[config.mk]
export PLATFORM = sky130hd
export DESIGN_NAME = lsb_first_bit_packer_top
export DESIGN_NICKNAME = d
export VERILOG_FILES = /design/src/rtl/lfbp_pkg.sv /design/src/rtl/lsb_first_bit_packer_top.sv /design/src/rtl/lfbp_rem.sv /design/src/rtl/lfbp_packer.sv
export SDC_FILE = /design/constraint.sdc
export NUM_CORES = 1
export LEC_CHECK = 0
export ABC_AREA = 1
export BUFFER_PORTS_ARGS = -buffer_cell sky130_fd_sc_hd__buf_2
export CORE_MARGIN = 2
export CORE_UTILIZATION = 55
export DETAILED_ROUTE_END_ITERATION = 10
export HOLD_SLACK_MARGIN = 0.05
export PLACE_DENSITY_LB_ADDON = 0.25
export SLEW_MARGIN = 10
export SYNTH_ARGS = -nofsm -noshare
export SYNTH_HDL_FRONTEND = slang
export SYNTH_HIERARCHICAL = 1
export SYNTH_SLANG_ARGS = --single-unit
[constraint.sdc]
create_clock -name clk_i -period 5.85 [get_ports clk_i]
set_input_delay 0 -clock clk_i [delete_from_list [all_inputs] [get_ports clk_i]]
set_output_delay 0 -clock clk_i [all_outputs]
set_load 0.1 [all_outputs]
[src/rtl/lfbp_pkg.sv]
// ----------------------------------------------------------------------------
// LSB-first bit packer package
// Operation and status codes, controller states and the control groups
// passed between the sequencer and the bit-serial packer.
// ----------------------------------------------------------------------------
package lfbp_pkg;

  localparam int unsigned BYTE_W = 8;

  typedef enum logic [2:0] {
    OP_BEGIN    = 3'd0,
    OP_END      = 3'd1,
    OP_BYTE     = 3'd2,
    OP_HALF     = 3'd3,
    OP_WORD     = 3'd4,
    OP_UBITS    = 3'd5,
    OP_SBITS    = 3'd6,
    OP_PAD      = 3'd7
  } op_e;

  typedef enum logic [3:0] {
    ST_OK          = 4'd0,
    ST_ALREADY     = 4'd1,
    ST_NOT_ACTIVE  = 4'd2,
    ST_PENDING     = 4'd3,
    ST_BAD_COUNT   = 4'd4,
    ST_NEGATIVE    = 4'd5,
    ST_RANGE       = 4'd6,
    ST_BAD_ALIGN   = 4'd7,
    ST_RESERVED    = 4'd8
  } status_e;

  typedef enum logic [2:0] {
    S_IDLE,
    S_REM,
    S_PAD,
    S_PACK,
    S_STATUS
  } state_e;

  typedef enum logic [1:0] {
    ACT_STATUS,
    ACT_WORD,
    ACT_FIELD,
    ACT_PAD
  } act_e;

  typedef struct packed {
    logic load;
    logic byte_mode;
    logic take;
  } pk_ctrl_t;

  typedef struct packed {
    logic       byte_rdy;
    logic       busy;
    logic [2:0] pend_cnt;
  } pk_stat_t;

endpackage

[src/rtl/lsb_first_bit_packer_top.sv]
// ----------------------------------------------------------------------------
// LSB-first bit packer, top level
// Status-only items go through the status state into the output register.
// Words leave one byte per cycle, fields enter one bit per cycle (bit_count),
// and pad runs the serial remainder unit, then a zero byte per cycle, while
// the output is not stalled. Next item is taken once the status is registered.
// Reset (asynchronous, active low) clears the active flag, pending bits and
// the byte count.
// ----------------------------------------------------------------------------
module lsb_first_bit_packer_top
  import lfbp_pkg::*;
#(
  parameter int unsigned MAX_FIELD_BITS = 32,
  parameter int unsigned MAX_ALIGN      = 64,
  parameter int unsigned COUNT_BITS     = 32
) (
  input  logic               clk_i,
  input  logic               rst_ni,
  input  logic               in_valid_i,
  output logic               in_stall_o,
  input  logic [2:0]         operation_i,
  input  logic signed [63:0] data_value_i,
  input  logic [5:0]         bit_count_i,
  input  logic [6:0]         alignment_i,
  output logic               out_valid_o,
  input  logic               out_stall_i,
  output logic [7:0]         out_byte_o,
  output logic               byte_valid_o,
  output logic [3:0]         status_o,
  output logic               last_o,
  output logic               stream_done_o
);

  localparam int unsigned SH_W = (MAX_FIELD_BITS > 32) ? MAX_FIELD_BITS : 32;
  localparam int unsigned CW   = $clog2(SH_W + 1);
  localparam int unsigned AW   = $clog2(MAX_ALIGN + 1);

  state_e          state_q, state_d;
  logic            active_q, active_d;
  logic [COUNT_BITS-1:0] bw_q, bw_d;
  status_e         st_q, st_d;
  logic            done_q, done_d;
  logic [AW-1:0]   align_q, align_d;
  logic [AW-1:0]   padn_q, padn_d;

  logic            out_valid_q, out_valid_d;
  logic [7:0]      out_byte_q, out_byte_d;
  logic            out_bv_q, out_bv_d;
  status_e         out_st_q, out_st_d;
  logic            out_last_q, out_last_d;
  logic            out_done_q, out_done_d;

  logic            accept;
  logic            out_free;
  op_e             dec_op;
  act_e            dec_act;
  status_e         dec_st;
  logic            dec_done;
  logic [CW-1:0]   dec_nbits;
  logic            over;

  pk_ctrl_t        pk_ctrl;
  pk_stat_t        pk_stat;
  logic [7:0]      pk_byte;
  logic            rem_busy;
  logic [AW-1:0]   rem_val;

  assign in_stall_o = (state_q != S_IDLE);
  assign accept     = in_valid_i && !in_stall_o;
  assign out_free   = !out_valid_q || !out_stall_i;
  assign dec_op     = op_e'(operation_i);

  // Decode of the offered item against the current stream state.
  always_comb begin
    dec_act   = ACT_STATUS;
    dec_st    = ST_OK;
    dec_done  = 1'b0;
    dec_nbits = CW'(bit_count_i);
    over      = 1'b0;
    for (int i = 0; i < 64; i++) begin
      if (data_value_i[i] && (i >= int'(bit_count_i))) begin
        over = 1'b1;
      end
    end
    unique case (dec_op)
      OP_BEGIN: begin
        if (active_q) begin
          dec_st = ST_ALREADY;
        end
      end
      OP_END: begin
        if (!active_q) begin
          dec_st = ST_NOT_ACTIVE;
        end else if (pk_stat.pend_cnt != 3'd0) begin
          dec_st = ST_PENDING;
        end else begin
          dec_done = 1'b1;
        end
      end
      OP_BYTE, OP_HALF, OP_WORD: begin
        if (pk_stat.pend_cnt != 3'd0) begin
          dec_st = ST_PENDING;
        end else begin
          dec_act = ACT_WORD;
          if (dec_op == OP_BYTE) begin
            dec_nbits = CW'(8);
          end else if (dec_op == OP_HALF) begin
            dec_nbits = CW'(16);
          end else begin
            dec_nbits = CW'(32);
          end
        end
      end
      OP_UBITS: begin
        if (bit_count_i > 6'(MAX_FIELD_BITS)) begin
          dec_st = ST_BAD_COUNT;
        end else if (data_value_i[63]) begin
          dec_st = ST_NEGATIVE;
        end else if (over) begin
          dec_st = ST_RANGE;
        end else if (bit_count_i != 6'd0) begin
          dec_act = ACT_FIELD;
        end
      end
      OP_SBITS: begin
        if (bit_count_i == 6'd0) begin
          dec_st = ST_OK;
        end else if (bit_count_i > 6'(MAX_FIELD_BITS)) begin
          dec_st = ST_BAD_COUNT;
        end else begin
          dec_act = ACT_FIELD;
        end
      end
      OP_PAD: begin
        if (alignment_i == 7'd0 || alignment_i > 7'(MAX_ALIGN)) begin
          dec_st = ST_BAD_ALIGN;
        end else begin
          dec_act = ACT_PAD;
        end
      end
      default: dec_st = ST_RESERVED;
    endcase
  end

  // Next state.
  always_comb begin
    state_d = state_q;
    unique case (state_q)
      S_IDLE: begin
        if (accept) begin
          unique case (dec_act)
            ACT_STATUS:           state_d = S_STATUS;
            ACT_WORD, ACT_FIELD:  state_d = S_PACK;
            ACT_PAD:              state_d = S_REM;
            default:              state_d = S_STATUS;
          endcase
        end
      end
      S_REM: begin
        if (!rem_busy) begin
          if (rem_val != '0 && pk_stat.pend_cnt == 3'd0) begin
            state_d = S_PAD;
          end else begin
            state_d = S_STATUS;
          end
        end
      end
      S_PAD: begin
        if (out_free && padn_q == AW'(1)) begin
          state_d = S_STATUS;
        end
      end
      S_PACK: begin
        if (!pk_stat.busy) begin
          state_d = S_STATUS;
        end
      end
      S_STATUS: begin
        if (out_free) begin
          state_d = S_IDLE;
        end
      end
      default: state_d = S_IDLE;
    endcase
  end

  // Datapath and output register.
  always_comb begin
    active_d    = active_q;
    bw_d        = bw_q;
    st_d        = st_q;
    done_d      = done_q;
    align_d     = align_q;
    padn_d      = padn_q;
    out_valid_d = out_valid_q && out_stall_i;
    out_byte_d  = out_byte_q;
    out_bv_d    = out_bv_q;
    out_st_d    = out_st_q;
    out_last_d  = out_last_q;
    out_done_d  = out_done_q;
    pk_ctrl     = '0;
    unique case (state_q)
      S_IDLE: begin
        if (accept) begin
          st_d              = dec_st;
          done_d            = dec_done;
          align_d           = alignment_i[AW-1:0];
          pk_ctrl.load      = (dec_act == ACT_WORD) || (dec_act == ACT_FIELD);
          pk_ctrl.byte_mode = (dec_act == ACT_WORD);
          if (dec_op == OP_BEGIN && dec_st == ST_OK) begin
            active_d = 1'b1;
            bw_d     = '0;
          end
          if (dec_done) begin
            active_d = 1'b0;
            bw_d     = '0;
          end
        end
      end
      S_REM: begin
        if (!rem_busy && rem_val != '0) begin
          if (pk_stat.pend_cnt != 3'd0) begin
            st_d = ST_PENDING;
          end else begin
            padn_d = align_q - rem_val;
          end
        end
      end
      S_PAD: begin
        if (out_free) begin
          out_valid_d = 1'b1;
          out_byte_d  = 8'd0;
          out_bv_d    = 1'b1;
          out_st_d    = ST_OK;
          out_last_d  = 1'b0;
          out_done_d  = 1'b0;
          padn_d      = padn_q - AW'(1);
          bw_d        = bw_q + COUNT_BITS'(1);
        end
      end
      S_PACK: begin
        if (pk_stat.byte_rdy && out_free) begin
          pk_ctrl.take = 1'b1;
          out_valid_d  = 1'b1;
          out_byte_d   = pk_byte;
          out_bv_d     = 1'b1;
          out_st_d     = ST_OK;
          out_last_d   = 1'b0;
          out_done_d   = 1'b0;
          bw_d         = bw_q + COUNT_BITS'(1);
        end
      end
      S_STATUS: begin
        if (out_free) begin
          out_valid_d = 1'b1;
          out_byte_d  = 8'd0;
          out_bv_d    = 1'b0;
          out_st_d    = st_q;
          out_last_d  = 1'b1;
          out_done_d  = done_q;
        end
      end
      default: ;
    endcase
  end

  always_ff @(posedge clk_i or negedge rst_ni) begin
    if (!rst_ni) begin
      state_q     <= S_IDLE;
      active_q    <= 1'b0;
      bw_q        <= '0;
      out_valid_q <= 1'b0;
    end else begin
      state_q     <= state_d;
      active_q    <= active_d;
      bw_q        <= bw_d;
      out_valid_q <= out_valid_d;
    end
  end

  always_ff @(posedge clk_i) begin
    st_q       <= st_d;
    done_q     <= done_d;
    align_q    <= align_d;
    padn_q     <= padn_d;
    out_byte_q <= out_byte_d;
    out_bv_q   <= out_bv_d;
    out_st_q   <= out_st_d;
    out_last_q <= out_last_d;
    out_done_q <= out_done_d;
  end

  lfbp_packer #(
    .SH_W (SH_W)
  ) u_packer (
    .clk_i   (clk_i),
    .rst_ni  (rst_ni),
    .ctrl_i  (pk_ctrl),
    .value_i (data_value_i[SH_W-1:0]),
    .nbits_i (dec_nbits),
    .stat_o  (pk_stat),
    .byte_o  (pk_byte)
  );

  lfbp_rem #(
    .DW (COUNT_BITS),
    .AW (AW)
  ) u_rem (
    .clk_i      (clk_i),
    .rst_ni     (rst_ni),
    .start_i    (accept && dec_act == ACT_PAD),
    .dividend_i (bw_q),
    .divisor_i  (alignment_i[AW-1:0]),
    .busy_o     (rem_busy),
    .rem_o      (rem_val)
  );

  assign out_valid_o   = out_valid_q;
  assign out_byte_o    = out_byte_q;
  assign byte_valid_o  = out_bv_q;
  assign status_o      = out_st_q;
  assign last_o        = out_last_q;
  assign stream_done_o = out_done_q;

  a_idle_units_free : assert property (@(posedge clk_i) disable iff (!rst_ni)
    !in_stall_o |-> (!pk_stat.busy && !rem_busy))
    else $error("input open while a serial unit is busy");

  a_done_is_ok : assert property (@(posedge clk_i) disable iff (!rst_ni)
    (out_valid_o && stream_done_o) |-> (last_o && !byte_valid_o && status_o == ST_OK))
    else $error("stream end flagged on a non-ok result");

  a_count_on_byte : assert property (@(posedge clk_i) disable iff (!rst_ni)
    (out_valid_d && out_bv_d && !(out_valid_q && out_stall_i))
      |=> bw_q == $past(bw_q) + COUNT_BITS'(1))
    else $error("byte count missed an emitted byte");

endmodule

[src/rtl/lfbp_rem.sv]
// ----------------------------------------------------------------------------
// Serial remainder unit
// Restoring division of the byte count by the pad alignment, one dividend
// bit per cycle, most significant bit first.
// ----------------------------------------------------------------------------
module lfbp_rem #(
  parameter int unsigned DW = 32,
  parameter int unsigned AW = 7
) (
  input  logic          clk_i,
  input  logic          rst_ni,
  input  logic          start_i,
  input  logic [DW-1:0] dividend_i,
  input  logic [AW-1:0] divisor_i,
  output logic          busy_o,
  output logic [AW-1:0] rem_o
);

  localparam int unsigned CNTW = $clog2(DW + 1);

  logic [DW-1:0]   dv_q, dv_d;
  logic [AW-1:0]   div_q, div_d;
  logic [AW-1:0]   rem_q, rem_d;
  logic [CNTW-1:0] cnt_q, cnt_d;
  logic            busy_q, busy_d;
  logic [AW:0]     trial;

  always_comb begin
    dv_d   = dv_q;
    div_d  = div_q;
    rem_d  = rem_q;
    cnt_d  = cnt_q;
    busy_d = busy_q;
    trial  = {rem_q, dv_q[DW-1]};
    if (start_i) begin
      dv_d   = dividend_i;
      div_d  = divisor_i;
      rem_d  = '0;
      cnt_d  = CNTW'(DW);
      busy_d = 1'b1;
    end else if (busy_q) begin
      // The partial remainder stays below the divisor, so it fits in AW bits.
      if (trial >= {1'b0, div_q}) begin
        rem_d = AW'(trial - {1'b0, div_q});
      end else begin
        rem_d = AW'(trial);
      end
      dv_d  = dv_q << 1;
      cnt_d = cnt_q - CNTW'(1);
      if (cnt_q == CNTW'(1)) begin
        busy_d = 1'b0;
      end
    end
  end

  always_ff @(posedge clk_i or negedge rst_ni) begin
    if (!rst_ni) begin
      cnt_q  <= '0;
      busy_q <= 1'b0;
    end else begin
      cnt_q  <= cnt_d;
      busy_q <= busy_d;
    end
  end

  always_ff @(posedge clk_i) begin
    dv_q  <= dv_d;
    div_q <= div_d;
    rem_q <= rem_d;
  end

  assign busy_o = busy_q;
  assign rem_o  = rem_q;

  a_rem_below_div : assert property (@(posedge clk_i) disable iff (!rst_ni)
    $fell(busy_q) |-> rem_q < div_q)
    else $error("remainder not below divisor");

endmodule

[src/rtl/lfbp_packer.sv]
// ----------------------------------------------------------------------------
// Bit-serial packer
// Moves a field into the byte accumulator one bit per cycle, or a word one
// byte per cycle unless a full byte waits; keeps pending bits between items.
// ----------------------------------------------------------------------------
module lfbp_packer
  import lfbp_pkg::*;
#(
  parameter int unsigned SH_W = 32,
  localparam int unsigned CW  = $clog2(SH_W + 1)
) (
  input  logic                clk_i,
  input  logic                rst_ni,
  input  pk_ctrl_t            ctrl_i,
  input  logic [SH_W-1:0]     value_i,
  input  logic [CW-1:0]       nbits_i,
  output pk_stat_t            stat_o,
  output logic [BYTE_W-1:0]   byte_o
);

  logic [BYTE_W-1:0] acc_q, acc_d;
  logic [3:0]        cnt_q, cnt_d;
  logic [SH_W-1:0]   sh_q, sh_d;
  logic [CW-1:0]     rem_q, rem_d;
  logic              mode_q, mode_d;
  logic [3:0]        cur;

  always_comb begin
    acc_d  = acc_q;
    sh_d   = sh_q;
    rem_d  = rem_q;
    mode_d = mode_q;
    // A taken byte frees the accumulator in the same cycle.
    cur    = ctrl_i.take ? 4'd0 : cnt_q;
    cnt_d  = cur;
    if (ctrl_i.load) begin
      sh_d   = value_i;
      rem_d  = nbits_i;
      mode_d = ctrl_i.byte_mode;
    end else if ((rem_q != '0) && !cur[3]) begin
      if (mode_q) begin
        acc_d = sh_q[BYTE_W-1:0];
        sh_d  = sh_q >> BYTE_W;
        rem_d = rem_q - CW'(BYTE_W);
        cnt_d = 4'd8;
      end else begin
        acc_d[cur[2:0]] = sh_q[0];
        sh_d  = sh_q >> 1;
        rem_d = rem_q - CW'(1);
        cnt_d = cur + 4'd1;
      end
    end
  end

  always_ff @(posedge clk_i or negedge rst_ni) begin
    if (!rst_ni) begin
      cnt_q  <= '0;
      rem_q  <= '0;
      mode_q <= 1'b0;
    end else begin
      cnt_q  <= cnt_d;
      rem_q  <= rem_d;
      mode_q <= mode_d;
    end
  end

  always_ff @(posedge clk_i) begin
    acc_q <= acc_d;
    sh_q  <= sh_d;
  end

  assign stat_o.byte_rdy = cnt_q[3];
  assign stat_o.busy     = cnt_q[3] || (rem_q != '0);
  assign stat_o.pend_cnt = cnt_q[2:0];
  assign byte_o          = acc_q;

  a_word_aligned : assert property (@(posedge clk_i) disable iff (!rst_ni)
    (ctrl_i.load && ctrl_i.byte_mode) |-> (cnt_q == 4'd0 && rem_q == '0))
    else $error("word write started with bits pending");

endmodule
==> results.md <==
- Post-DR vias/cell: 5.66
- Clk buf depth: 2
- # nets final: 1624
- Post-Place Cells: 1684
- Max_slew headroom: 23.2%
- H-Tree Depth: 4
- Vias in the first global route: 9286
- CP startpoint kind: register
- Final Util: 65.4%
- Clk_lat worst skew: 0.44 ns
- Global route total overflow: 0
- Tcrit/Tclk final: 65.6%
- Routed Antenna Nets: 0
- Cell taking the most area after synthesis: edfxtp_1
- DR vias: 9970
- Layout cells sized above 1: 12.3%
- Worst endpoint required time: 6.04 ns
- Drt drc: 0
- Area Overhead vs Synth: 16.0%
- Die height: 143 um
- Dpl hpwl: 22100 um
- Post-Syn Instances: 1382
- Row Count: 50
- PortBufs: 99
- Synth unique cells: 57
- Cts repair resizes: 0
- GPL Wtd Cong: 0.993
- Initial Util: 56.4%
- Drt first pass iters: 6
- Overall routing resource usage: 30.1%
- Die Footprint: 0.0204 sq mm
- GR peak layer: met2
- RSZ-0062 raised after global routing: false
- PD cells: 461 mW/mm^2
- Clock tree from TritonCTS: built
- Iter 0 DRT Violations: 998
- Mapped Nets: 1493
- Yosys reg bits: 173
- Num ports: 101
- Met1 usage: 42.0%
- Number of synthesized flops with an enable pin: 111
- # Post-CTS Setup Buffers: 0
- Clk_skew: 0.0134 ns
- Max frequency: 0.261 GHz
- Leakage: 5.65 nW
- Synth top area cells: edfxtp_1, nand2_1, dfrtp_1
- CTS sink count: 173
- Die width: 143 um
- Diodes inserted: 0
- Peak supply drop: 304 uV
- Max Cap Viol: 0
- Initial antenna violation count: 0
- Clock transition at path regs: 0.07 ns
- Fin Setup TNS: 0 ns
- Grt met3 use: 5.33%
- Final Slew Violations: 0
- Kind of critical path: reg -> reg
- Commonest non-fill, non-tap cells in the layout: nand2_1, inv_1, nor2_1
- Worst Path Max Fanout: 35
- Post-synth top area share: 31.5%
- Syn_area_per_cell: 7.66 sq um
- CP Capture Type: register
- Tightest Hold Check Type: in -> reg
- Status: complete, no violations
- Final setup fails: 0
- Routed wire per std cell: 17.1 um
- Mapped cell area: 0.0106 sq mm
- Number of synthesis warnings: 6
- Commonest non-fill, non-tap cell in the layout: nand2_1
- Fin cells: 1760
- Clock root buffer master: clkbuf_16
- Floorplan Core Area: 0.0188 sq mm
- Seq/Total Area, Yosys: 45.8%
- Final wirelength: 30100 um
- Pin count of the biggest net entering global routing: 56
- Hold Vio Cnt, Final: 0
- First-pass GRT wire length: 47300 um
- Crit path DAT: 4.02 ns
- Ys async rst share: 31.8%
- Worst slew pin tran: 1.14 ns
- Met2 Track Usage GR: 48.0%
- Total CTS buffers: 17
- Period minus WS final: 3.84 ns
- Top FF cell, synth: edfxtp_1
cell families (layout without fill, tap and decap cells):
| group | count (synthesis) | after routing | synth area share [%] |
|---|---|---|---|
| other cells | 1 | 1 | 0.0354 |
| xor+xnor | 18 | 18 | 1.49 |
| flops | 173 | 173 | 45.8 |
| mux | 2 | 2 | 0.201 |
| buf+inv | 247 | 391 | 9.19 |
| fa+ha+maj | 27 | 27 | 3.33 |
| simple gates | 748 | 748 | 30.3 |
| compound gates | 166 | 166 | 9.61 |
state kept, by name (all words and copies together) (netlist names), 3 cells and up:
name,flops
bw_q,32
u_packer/sh_q,32
u_rem/dv_q,32
out_byte_o,8
u_packer/byte_o,8
align_q,7
padn_q,7
u_rem/div_q,7
u_rem/rem_o,7
u_packer/rem_q,6
u_rem/cnt_q,6
u_packer/cnt_q,4
st_q,3
state_q,3
status_o,3
cell usage after synthesis (5+ instances only):
library cell / count
nand2_1: 442
inv_1: 199
nor2_1: 128
edfxtp_1: 111
nand3_1: 78
o21ai_0: 56
dfrtp_1: 55
a21oi_1: 38
ha_1: 25
nor3_1: 25
o221ai_1: 24
nand4_1: 22
buf_2: 15
nor2_2: 13
clkbuf_1: 12
o22ai_1: 12
nor4_1: 11
xor2_1: 11
inv_2: 10
o21ai_1: 10
o31ai_1: 10
dfxtp_1: 7
xnor2_1: 7
nand2_2: 6
nand3b_1: 5
metal layers:
metal	vias to the layer above	part of all wire, %	wire, um
li1	4781	-	-
met1	4613	43	13000
met2	513	46	13900
met3	63	8.3	2500
met4	0	2.7	816
met5	-	0	0
final timing paths:
path / start / endpoint / slack [ns] / depth (start not counted)
worst max-delay path: state_q[0] / u_rem/dv_q[24] / 2.01 / 10
worst max register to register: state_q[0] / u_rem/dv_q[24] / 2.01 / 10
max in group asynchronous: rst_ni / bw_q[0] / 5.10 / 3
worst min register to register: u_rem/cnt_q[5] / u_rem/cnt_q[5] / 0.50 / 1
worst min-delay path: operation_i[1] / active_q / 0.1 / 6
min in group asynchronous: rst_ni / state_q[0] / 0.25 / 3
what timing repair did:
action	in CTS	in global routing
hold buffers	44	0
endpoints found under the hold margin	105	0
setup endpoints to repair	0	0
per-stage QoR:
| step | hold WS, ns | power [mW] | area [sq um] | setup WS (ns) |
|---|---|---|---|---|
| after CTS | 0.0856 | 5.64 | 12300 | 2.04 |
| after floorplan | -0.296 | 3.92 | 10600 | 2.40 |
| after global routing | 0.137 | 6.01 | 12300 | 1.61 |
| after detailed placement | 0.192 | 4.49 | 11200 | 1.92 |
| final | 0.0985 | 5.67 | 12300 | 2.01 |
| after global placement | 0.196 | 4.43 | 11200 | 2.02 |
power breakdown:
part	switching, mW	internal (mW)	total [mW]	leakage (nW)
clock network	0.561	0.575	1.14	0.290
registers	0.217	1.85	2.07	1.82
logic	1.81	0.655	2.46	3.54
area by class of cell:
class                      instances  area (sq um)
clock buffer                      17           425
clock inverter                    15           176
fill                            1655          6480
inverter                         213           805
multi-input combinational        962          4780
sequential                       173          4850
tap                              234           293
timing repair buffer             146           958
worst max-delay path, stage by stage (launching register included):
cell and delay, ns:
dfrtp_1 0.40, inv_2 0.11, nand2_1 0.09, nor2_2 0.21, inv_2 0.12, nor2_1 0.65, inv_1 0.33, nor2_4 0.40
clkinv_1 0.83, nand2_1 0.35, nand2_1 0.08
Note: power is estimated with default switching activity, not from simulation.
